==> config.mk <==
export PLATFORM = sky130hd
export DESIGN_NAME = bigint_digits_to_twos_bytes
export DESIGN_NICKNAME = d
export VERILOG_FILES = /design/src/rtl/bdtb_pkg.sv /design/src/rtl/bigint_digits_to_twos_bytes.sv /design/src/rtl/bdtb_front.sv /design/src/rtl/bdtb_queue.sv /design/src/rtl/bdtb_back.sv
export SDC_FILE = /design/constraint.sdc
export NUM_CORES = 1
export LEC_CHECK = 0
export ABC_CLOCK_PERIOD_IN_PS = 7700
export BUFFER_PORTS_ARGS = -buffer_cell sky130_fd_sc_hd__buf_2
export CAP_MARGIN = 30
export CORE_MARGIN = 2
export CORE_UTILIZATION = 48
export DETAILED_ROUTE_END_ITERATION = 8
export MAX_ROUTING_LAYER = met4
export PLACE_DENSITY_LB_ADDON = 0.1
export SETUP_SLACK_MARGIN = 0.15
export SLEW_MARGIN = 20
export SYNTH_ARGS = -nofsm -noshare
export SYNTH_HDL_FRONTEND = slang
export SYNTH_SLANG_ARGS = --single-unit
==> constraint.sdc <==
create_clock -name clk_i -period 7.7 [get_ports clk_i]
set_clock_uncertainty 0.05 [all_clocks]
set_input_delay 0.385 -clock clk_i [delete_from_list [all_inputs] [get_ports clk_i]]
set_output_delay 0.385 -clock clk_i [all_outputs]
set_load 0.03 [all_outputs]
==> src/rtl/bdtb_pkg.sv <==
// Package: shared constants, register codes and types of the two's complement byte exporter
`timescale 1ns / 1ps
package bdtb_pkg;

  // Digit and byte geometry
  localparam int DIGIT_FIELD_W = 60;             // width of the digit port
  localparam int DIGIT_BITS    = 60;             // digit bits that count (8..60)
  localparam int MAX_BYTES     = 4096;           // upper bound on the byte count
  localparam int BYTE_W        = 8;
  localparam int CNT_W         = 13;             // byte_count register width
  localparam int POS_W         = 12;             // byte_position width
  localparam int CACHE_W       = BYTE_W - 1;     // leftover bits never reach a byte
  localparam int FILL_W        = $clog2(BYTE_W);
  localparam int CW            = DIGIT_BITS + CACHE_W;    // combined word width
  localparam int MAX_N         = CW / BYTE_W;             // bytes per digit, at most
  localparam int N_W           = $clog2(MAX_N + 1);
  localparam int TOTAL_W       = $clog2(CW + 1);

  // Queue between front and back
  localparam int QDEPTH = 2;
  localparam int QPTR_W = $clog2(QDEPTH);
  localparam int QLVL_W = $clog2(QDEPTH + 1);

  // Configuration port
  localparam int CFG_IDX_W  = 4;
  localparam int CFG_DATA_W = 13;
  localparam logic [CFG_IDX_W-1:0] REG_BYTE_COUNT = CFG_IDX_W'(0);
  localparam logic [CFG_IDX_W-1:0] REG_BIG_ENDIAN = CFG_IDX_W'(1);
  localparam logic [CNT_W-1:0]     BYTE_COUNT_RESET = CNT_W'(32);

  // One queued request: the bits to drain, how many bytes, first byte index
  typedef struct packed {
    logic [CW-1:0]    bits;
    logic [N_W-1:0]   n;
    logic [CNT_W-1:0] start;
  } q_entry_t;

  typedef struct packed {
    logic [QLVL_W-1:0] level;
    logic              full;
    logic              empty;
  } q_status_t;

  typedef struct packed {
    logic busy;
  } back_status_t;

endpackage

==> src/rtl/bigint_digits_to_twos_bytes.sv <==
// Top level: signed big integer digits to two's complement bytes with buffer positions
//
//   Channel  Direction  Handshake              Contents
//   in       sink       in_valid_i/in_stall_o  digit_value, negative, first_digit
//   out      source     out_valid_o/out_stall_i out_byte, byte_position, final_byte
//   cfg      sink       cfg_valid_i/cfg_ready_o cfg_index (0 byte_count, 1 big_endian), data
//
// A digit request is taken whenever the two-entry queue has room; the
// front end resolves carry, bit packing and byte count on the spot.
// The back end emits one byte per cycle while out_stall_i is low, and a digit yields
// at most 8 bytes at the output port; the output register sets that rate.
// Reset clears carry to one, empties cache, counters, queue and output register,
// and loads byte_count = 32, big_endian = 0. No clearing pass is needed.
// out_stall_i holds the output register; the queue fills and then in_stall_o rises.
`timescale 1ns / 1ps
module bigint_digits_to_twos_bytes import bdtb_pkg::*; (
  input  logic                     clk_i,
  input  logic                     rst_ni,
  input  logic                     in_valid_i,
  output logic                     in_stall_o,
  input  logic [DIGIT_FIELD_W-1:0] digit_value_i,
  input  logic                     negative_i,
  input  logic                     first_digit_i,
  output logic                     out_valid_o,
  input  logic                     out_stall_i,
  output logic [BYTE_W-1:0]        out_byte_o,
  output logic [POS_W-1:0]         byte_position_o,
  output logic                     final_byte_o,
  input  logic                     cfg_valid_i,
  output logic                     cfg_ready_o,
  input  logic [CFG_IDX_W-1:0]     cfg_index_i,
  input  logic [CFG_DATA_W-1:0]    cfg_data_i
);

  logic [CNT_W-1:0] byte_count_q;
  logic             big_endian_q;
  logic [CNT_W-1:0] count;

  logic             push;
  logic             pop;
  q_entry_t         entry;
  q_entry_t         head;
  q_status_t        q_stat;
  back_status_t     back_stat;

  // Configuration writes are always taken; unknown indexes are dropped.
  assign cfg_ready_o = 1'b1;

  always_ff @(posedge clk_i or negedge rst_ni) begin
    if (!rst_ni) begin
      byte_count_q <= BYTE_COUNT_RESET;
      big_endian_q <= 1'b0;
    end else if (cfg_valid_i) begin
      case (cfg_index_i)
        REG_BYTE_COUNT: byte_count_q <= cfg_data_i[CNT_W-1:0];
        REG_BIG_ENDIAN: big_endian_q <= cfg_data_i[0];
        default:        byte_count_q <= byte_count_q;
      endcase
    end
  end

  // Clamp the byte count to the buffer size.
  assign count = (32'(byte_count_q) > MAX_BYTES) ? CNT_W'(MAX_BYTES) : byte_count_q;

  bdtb_front u_front (
    .clk_i         (clk_i),
    .rst_ni        (rst_ni),
    .in_valid_i    (in_valid_i),
    .in_stall_o    (in_stall_o),
    .digit_value_i (digit_value_i),
    .negative_i    (negative_i),
    .first_digit_i (first_digit_i),
    .count_i       (count),
    .q_stat_i      (q_stat),
    .push_o        (push),
    .entry_o       (entry)
  );

  bdtb_queue u_queue (
    .clk_i   (clk_i),
    .rst_ni  (rst_ni),
    .push_i  (push),
    .entry_i (entry),
    .pop_i   (pop),
    .head_o  (head),
    .stat_o  (q_stat)
  );

  bdtb_back u_back (
    .clk_i           (clk_i),
    .rst_ni          (rst_ni),
    .head_i          (head),
    .q_stat_i        (q_stat),
    .pop_o           (pop),
    .count_i         (count),
    .big_endian_i    (big_endian_q),
    .stat_o          (back_stat),
    .out_valid_o     (out_valid_o),
    .out_stall_i     (out_stall_i),
    .out_byte_o      (out_byte_o),
    .byte_position_o (byte_position_o),
    .final_byte_o    (final_byte_o)
  );

  // Queue never overfills.
  a_queue_bound: assert property (@(posedge clk_i) disable iff (!rst_ni)
    q_stat.level <= QLVL_W'(QDEPTH))
    else $error("request queue level beyond depth");

  // A push without a pop grows the queue by one.
  a_queue_grow: assert property (@(posedge clk_i) disable iff (!rst_ni)
    push && !pop |=> q_stat.level == $past(q_stat.level) + QLVL_W'(1))
    else $error("request queue lost a push");

  // With nothing left to drain, the output goes quiet after its byte is taken.
  a_drain_idle: assert property (@(posedge clk_i) disable iff (!rst_ni)
    out_valid_o && !out_stall_i && !back_stat.busy && q_stat.empty |=> !out_valid_o)
    else $error("byte emitted with no request pending");

endmodule

==> src/rtl/bdtb_front.sv <==
// Front end: takes digits, forms two's complement, packs bits and queues byte runs
`timescale 1ns / 1ps
module bdtb_front import bdtb_pkg::*; (
  input  logic                     clk_i,
  input  logic                     rst_ni,
  input  logic                     in_valid_i,
  output logic                     in_stall_o,
  input  logic [DIGIT_FIELD_W-1:0] digit_value_i,
  input  logic                     negative_i,
  input  logic                     first_digit_i,
  input  logic [CNT_W-1:0]         count_i,
  input  q_status_t                q_stat_i,
  output logic                     push_o,
  output q_entry_t                 entry_o
);

  logic                  carry_q;
  logic [CACHE_W-1:0]    cache_q;
  logic [FILL_W-1:0]     fill_q;
  logic [CNT_W-1:0]      done_q;

  logic                  base_carry;
  logic [CACHE_W-1:0]    base_cache;
  logic [FILL_W-1:0]     base_fill;
  logic [CNT_W-1:0]      base_done;
  logic                  accept;
  logic                  active;
  logic [DIGIT_BITS-1:0] d;
  logic [DIGIT_BITS:0]   ac;
  logic [DIGIT_BITS-1:0] x;
  logic [CW-1:0]         comb;
  logic [CW-1:0]         rest;
  logic [TOTAL_W-1:0]    total;
  logic [N_W-1:0]        avail;
  logic [CNT_W-1:0]      remain;
  logic [N_W-1:0]        n;
  logic [CNT_W-1:0]      done_n;

  assign in_stall_o = q_stat_i.full;
  assign accept     = in_valid_i && !q_stat_i.full;

  always_comb begin
    // a new number starts from a clean slate
    base_carry = first_digit_i ? 1'b1 : carry_q;
    base_cache = first_digit_i ? '0 : cache_q;
    base_fill  = first_digit_i ? '0 : fill_q;
    base_done  = first_digit_i ? '0 : done_q;
    active     = base_done < count_i;

    d  = digit_value_i[DIGIT_BITS-1:0];
    ac = {1'b0, ~d} + (DIGIT_BITS + 1)'(base_carry);
    x  = negative_i ? ac[DIGIT_BITS-1:0] : d;

    comb   = (CW'(x) << base_fill) | CW'(base_cache);
    total  = TOTAL_W'(base_fill) + TOTAL_W'(DIGIT_BITS);
    avail  = N_W'(total >> FILL_W);
    remain = count_i - base_done;
    n      = (remain < CNT_W'(avail)) ? N_W'(remain) : avail;
    done_n = base_done + CNT_W'(n);
    rest   = comb >> (n * BYTE_W);
  end

  assign push_o        = accept && active;
  assign entry_o.bits  = comb;
  assign entry_o.n     = n;
  assign entry_o.start = base_done;

  always_ff @(posedge clk_i or negedge rst_ni) begin
    if (!rst_ni) begin
      carry_q <= 1'b1;
      cache_q <= '0;
      fill_q  <= '0;
      done_q  <= '0;
    end else if (accept) begin
      carry_q <= (active && negative_i) ? ac[DIGIT_BITS] : base_carry;
      if (!active) begin
        cache_q <= base_cache;
        fill_q  <= base_fill;
        done_q  <= base_done;
      end else if (done_n >= count_i) begin
        // number complete: drop leftover bits
        cache_q <= '0;
        fill_q  <= '0;
        done_q  <= done_n;
      end else begin
        cache_q <= rest[CACHE_W-1:0];
        fill_q  <= total[FILL_W-1:0];
        done_q  <= done_n;
      end
    end
  end

endmodule

==> src/rtl/bdtb_queue.sv <==
// Short request queue between the front and back ends
`timescale 1ns / 1ps
module bdtb_queue import bdtb_pkg::*; (
  input  logic      clk_i,
  input  logic      rst_ni,
  input  logic      push_i,
  input  q_entry_t  entry_i,
  input  logic      pop_i,
  output q_entry_t  head_o,
  output q_status_t stat_o
);

  q_entry_t          mem_q [QDEPTH];
  logic [QPTR_W-1:0] wr_ptr_q;
  logic [QPTR_W-1:0] rd_ptr_q;
  logic [QLVL_W-1:0] level_q;

  assign head_o       = mem_q[rd_ptr_q];
  assign stat_o.level = level_q;
  assign stat_o.full  = level_q == QLVL_W'(QDEPTH);
  assign stat_o.empty = level_q == '0;

  always_ff @(posedge clk_i) begin
    if (push_i) begin
      mem_q[wr_ptr_q] <= entry_i;
    end
  end

  always_ff @(posedge clk_i or negedge rst_ni) begin
    if (!rst_ni) begin
      wr_ptr_q <= '0;
      rd_ptr_q <= '0;
      level_q  <= '0;
    end else begin
      if (push_i) begin
        wr_ptr_q <= wr_ptr_q + QPTR_W'(1);
      end
      if (pop_i) begin
        rd_ptr_q <= rd_ptr_q + QPTR_W'(1);
      end
      case ({push_i, pop_i})
        2'b10:   level_q <= level_q + QLVL_W'(1);
        2'b01:   level_q <= level_q - QLVL_W'(1);
        default: level_q <= level_q;
      endcase
    end
  end

endmodule

==> src/rtl/bdtb_back.sv <==
// Back end: drains queued byte runs one byte a cycle, unless stalled, into the output register
`timescale 1ns / 1ps
module bdtb_back import bdtb_pkg::*; (
  input  logic               clk_i,
  input  logic               rst_ni,
  input  q_entry_t           head_i,
  input  q_status_t          q_stat_i,
  output logic               pop_o,
  input  logic [CNT_W-1:0]   count_i,
  input  logic               big_endian_i,
  output back_status_t       stat_o,
  output logic               out_valid_o,
  input  logic               out_stall_i,
  output logic [BYTE_W-1:0]  out_byte_o,
  output logic [POS_W-1:0]   byte_position_o,
  output logic               final_byte_o
);

  logic [CW-1:0]     word_q;
  logic [N_W-1:0]    rem_q;
  logic [CNT_W-1:0]  idx_q;
  logic              out_valid_q;
  logic [BYTE_W-1:0] out_byte_q;
  logic [POS_W-1:0]  pos_q;
  logic              final_q;

  logic              adv;
  logic              emit;
  logic              load;
  logic [CNT_W-1:0]  mirrored;

  assign adv      = !out_valid_q || !out_stall_i;
  assign emit     = adv && (rem_q != '0);
  // refill as the last byte of the current run leaves
  assign load     = !q_stat_i.empty && ((rem_q == '0) || (emit && rem_q == N_W'(1)));
  assign pop_o    = load;
  assign mirrored = count_i - CNT_W'(1) - idx_q;

  assign stat_o.busy     = rem_q != '0;
  assign out_valid_o     = out_valid_q;
  assign out_byte_o      = out_byte_q;
  assign byte_position_o = pos_q;
  assign final_byte_o    = final_q;

  always_ff @(posedge clk_i or negedge rst_ni) begin
    if (!rst_ni) begin
      rem_q       <= '0;
      idx_q       <= '0;
      out_valid_q <= 1'b0;
    end else begin
      if (load) begin
        rem_q <= head_i.n;
        idx_q <= head_i.start;
      end else if (emit) begin
        rem_q <= rem_q - N_W'(1);
        idx_q <= idx_q + CNT_W'(1);
      end
      if (adv) begin
        out_valid_q <= emit;
      end
    end
  end

  always_ff @(posedge clk_i) begin
    if (load) begin
      word_q <= head_i.bits;
    end else if (emit) begin
      word_q <= word_q >> BYTE_W;
    end
    if (emit) begin
      out_byte_q <= word_q[BYTE_W-1:0];
      pos_q      <= big_endian_i ? mirrored[POS_W-1:0] : idx_q[POS_W-1:0];
      final_q    <= (idx_q + CNT_W'(1)) == count_i;
    end
  end

endmodule

==> results.toml <==
[hold_path]
min_from = "cfg_data_i[11]"
timing.hold.worst.class = "primary input to flip-flop"

[synth]
postSynthAreaPerCell_sq_um = 9.75
synth_ff_type = "sky130_fd_sc_hd__edfxtp_1"
async_flop_share = 0.190
mappedNetlistNets = 2250
post_synth_fa_ha_maj_area_fraction = 0.0330
number_of_instances_in_the_synthesized_netlist = 2115
yosys_warnings = 0
post-synth-top-area-fraction = 0.373
synthMostInstantiatedCell = "sky130_fd_sc_hd__edfxtp_1"
top_post_synthesis_cells_by_area = "sky130_fd_sc_hd__edfxtp_1 (37%), sky130_fd_sc_hd__mux2i_1 (7.3%), sky130_fd_sc_hd__dfrtp_1 (7.0%)"
synth-xor-area-share = 0.0420
synth_top_family_by_area = "simple AND/OR/NAND/NOR gates"
synth_largest_area_cell = "sky130_fd_sc_hd__edfxtp_1"
synth.lib_cells_used.distinct = 93
synth_common_cells = "sky130_fd_sc_hd__edfxtp_1 (256), sky130_fd_sc_hd__nand2_1 (218), sky130_fd_sc_hd__mux2i_1 (151), sky130_fd_sc_hd__nor2_1 (143), sky130_fd_sc_hd__o21ai_0 (140)"
synth_edf_count = 256
synth.area.mux_share = 0.0995
postSynthRegisterBits = 316
yosysSeqAreaShare = 0.446
synth_compound_area_frac = 0.165
combined_area_of_all_synthesized_cells_sq_um = 20600
post_synth_and_or_nand_nor_area_fraction = 0.171

[sta]
slew_violations = 0
post-route-period-util = 0.931
timing.setup.tns_ps = 0
maxClockFrequency_mhz = 140
timing.final.crit_period_ps = 7170
finalHoldViolations = 0
final.setup.worst_slack_ps = 533
rsz0062_at_grt = "no"
worst-slew-pin-transition_ps = 990
slew_headroom = 0.334
setup_viol = 0
hold_slack_ps = 32.6

[place]
detailed_place.area_sq_um = 21800
place.detailed.instances = 2665
pre_cts_worst_setup_slack_ps = 47.1
post-dp-hpwl_mm = 45.9
port_bufs = 106
replace_congestion = 0.920

[finish]
final_util = 0.551
filler_cell_count = 3732
fin_nets = 2309
layout-area-overhead-vs-synth_pct = 12.5
stdcell_area_sq_um = 23200
drive_above_1_share = 0.157
multiInputGateArea_sq_um = 10700
instances_no_fill = 2738
antennaDiodeCount = 0
storage_cell_area_sq_um = 9200

[floorplanning]
die_y_um = 211
floorplan.die_area_sq_um = 44600
std_cell_rows = 75
floorplan.die.width_um = 211
initial_core_util = 0.490
num_io_pins = 108
core_sq_um = 42100

[job]
max-cap-violations = 0

[critical_path]
timing.rr.start = "byte_count_q[12]"
cp.required_ps = 8100
startpoint = "byte_count_q[12]"
crit_path_top_delay_cell = "sky130_fd_sc_hd__fa_2"
cp_slowest_stage_delay_ps = 550
regToRegSetupSlack_ps = 530
critPathMaxFanout = 5
path_class = "flip-flop to flip-flop"
cp-start-kind = "flip-flop"
end_kind = "flip-flop"
arrival_ps = 7560

[clocking]
clk-insertion-delay-late_ps = 530
cts_inserted_buffers = 36
cts-root-buf = "sky130_fd_sc_hd__clkbuf_16"
clockBufferDepth = 3
cts-htree-levels = 2
cts_tree = "done"
worst_setup_hold_path_clk_slew_ps = 60
numClockSinks = 316

[pwr]
net-switching-power_mw = 2.82
power.share.sequential = 0.377
power_frac_clock = 0.228
internal-power_mw = 4.76
worst_ir_drop_on_vdd_v = 0.000185
leakage_power_of_the_design_nw = 9.08
share_comb_of_total_power = 0.395
power_per_standard_cell_area_nw_per_um2 = 326
total_power_mw = 7.57
p_sw_frac = 0.372

[route]
detail_route.drc_violations = 0
drt-vias-per-instance = 6.26
dr_total_vias = 17100
drt-total-wl_mm = 62.6
detail_route.iter0.violations = 1791
wire_length_per_cell_after_detailed_routing_um = 22.9
antenna_violating_nets_left = 0
first_pass_iters = 6

[grt]
vias_in_the_first_global_route = 16000
grt_util_all_layers = 0.287
antenna_found_initial = 0
grt_remaining_overflow = 0
grt_pass1_wl_mm = 95.7
grt_max_degree = 92

[status]
status = "finished, final reports clean"
## metal layers
layer,part of all wire,vias to the layer above,wire (um),GRT usage
li1,-,8020,-,-
met1,0.48,8352,30100,0.431
met2,0.42,686,26400,0.401
met3,0.079,83,4910,0.0501
met4,0.019,0,1210,0.0668
met5,0,-,0,-
## kinds of logic (layout without fill, tap and decap cells)
group	after synthesis	in the layout
xor+xnor	99	99
simple gates	705	705
mux	193	193
fa+ha+maj	53	53
other cells	1	1
buf+inv	237	321
compound gates	511	511
flops	316	316
## cells in the final DEF, fill, tap and decap left out, drive strengths merged, types with 26 or more instances in the layout
| master | Yosys | final |
|---|---|---|
| a211oi | 36 | 36 |
| nor3 | 48 | 48 |
| nand4 | 26 | 26 |
| inv | 75 | 78 |
| xnor2 | 67 | 67 |
| nand2 | 219 | 219 |
| clkbuf | 132 | 44 |
| dfrtp | 58 | 58 |
| mux2 | 36 | 36 |
| nor2 | 143 | 143 |
| nor4 | 44 | 44 |
| o21ai | 142 | 142 |
| nor2b | 33 | 33 |
| a21oi | 89 | 89 |
| nand3 | 51 | 51 |
| ha | 48 | 48 |
| nand2b | 33 | 33 |
| edfxtp | 256 | 256 |
| buf | 29 | 180 |
| xor2 | 32 | 32 |
| mux2i | 153 | 153 |
## state kept, by name, indices dropped and copies added, names as in the netlist, 4 cells and up
name,cells
u_front.cache_q,7
u_back.out_byte_o,8
u_back.rem_q,4
u_front.done_q,13
byte_count_q,13
u_queue.mem_q,168
u_back.idx_q,13
u_back.word_q,67
u_back.byte_position_o,12
## area by class of cell
cell class | count | area share
inverters | 76 | 0.0123
multi-input cells | 1562 | 0.462
flip-flops and latches | 316 | 0.396
repair buffers | 182 | 0.0498
clock inverters | 19 | 0.0100
clock buffers | 44 | 0.0410
well taps | 539 | 0.0291
## repair_timing
item / in CTS / in global routing
buffers inserted: 0 / 7
pin swaps: 0 / 7
setup endpoints to repair: 2 / 10
hold buffers: 2 / 0
hold endpoints to repair: 12 / 0
resized for setup: 2 / 24
## final timing paths
check,cells past startpoint,end
max,35,u_front.cache_q[6]
min,2,byte_count_q[11]
max reg2reg,35,u_front.cache_q[6]
min reg2reg,0,u_back.out_byte_o[1]
max in group asynchronous,3,u_queue.rd_ptr_q
min in group asynchronous,2,u_front.done_q[11]
## power by group through the flow
stage          Combinational (mW)  Clock, mW  Sequential, mW
3_5_place_dp                 2.91          0            2.89
5_1_grt                      3.28       1.82            2.91
3_3_place_gp                 2.88          0            2.87
4_1_cts                      2.93       1.77            2.86
6_report                     2.99       1.73            2.85
2_1_floorplan                1.99          0            2.87
## critical path: cells and delay by family, from the launching register on
family	cells	cell delay (ps)
buffers and inverters	5	460
AOI/OAI and AO/OA	9	1340
adders and majority gates	6	1800
and+or+nand+nor	13	2680
muxes	1	220
xor gates and xnor gates	1	120
DFF	1	400
Note: power is estimated with default switching activity, not from simulation.
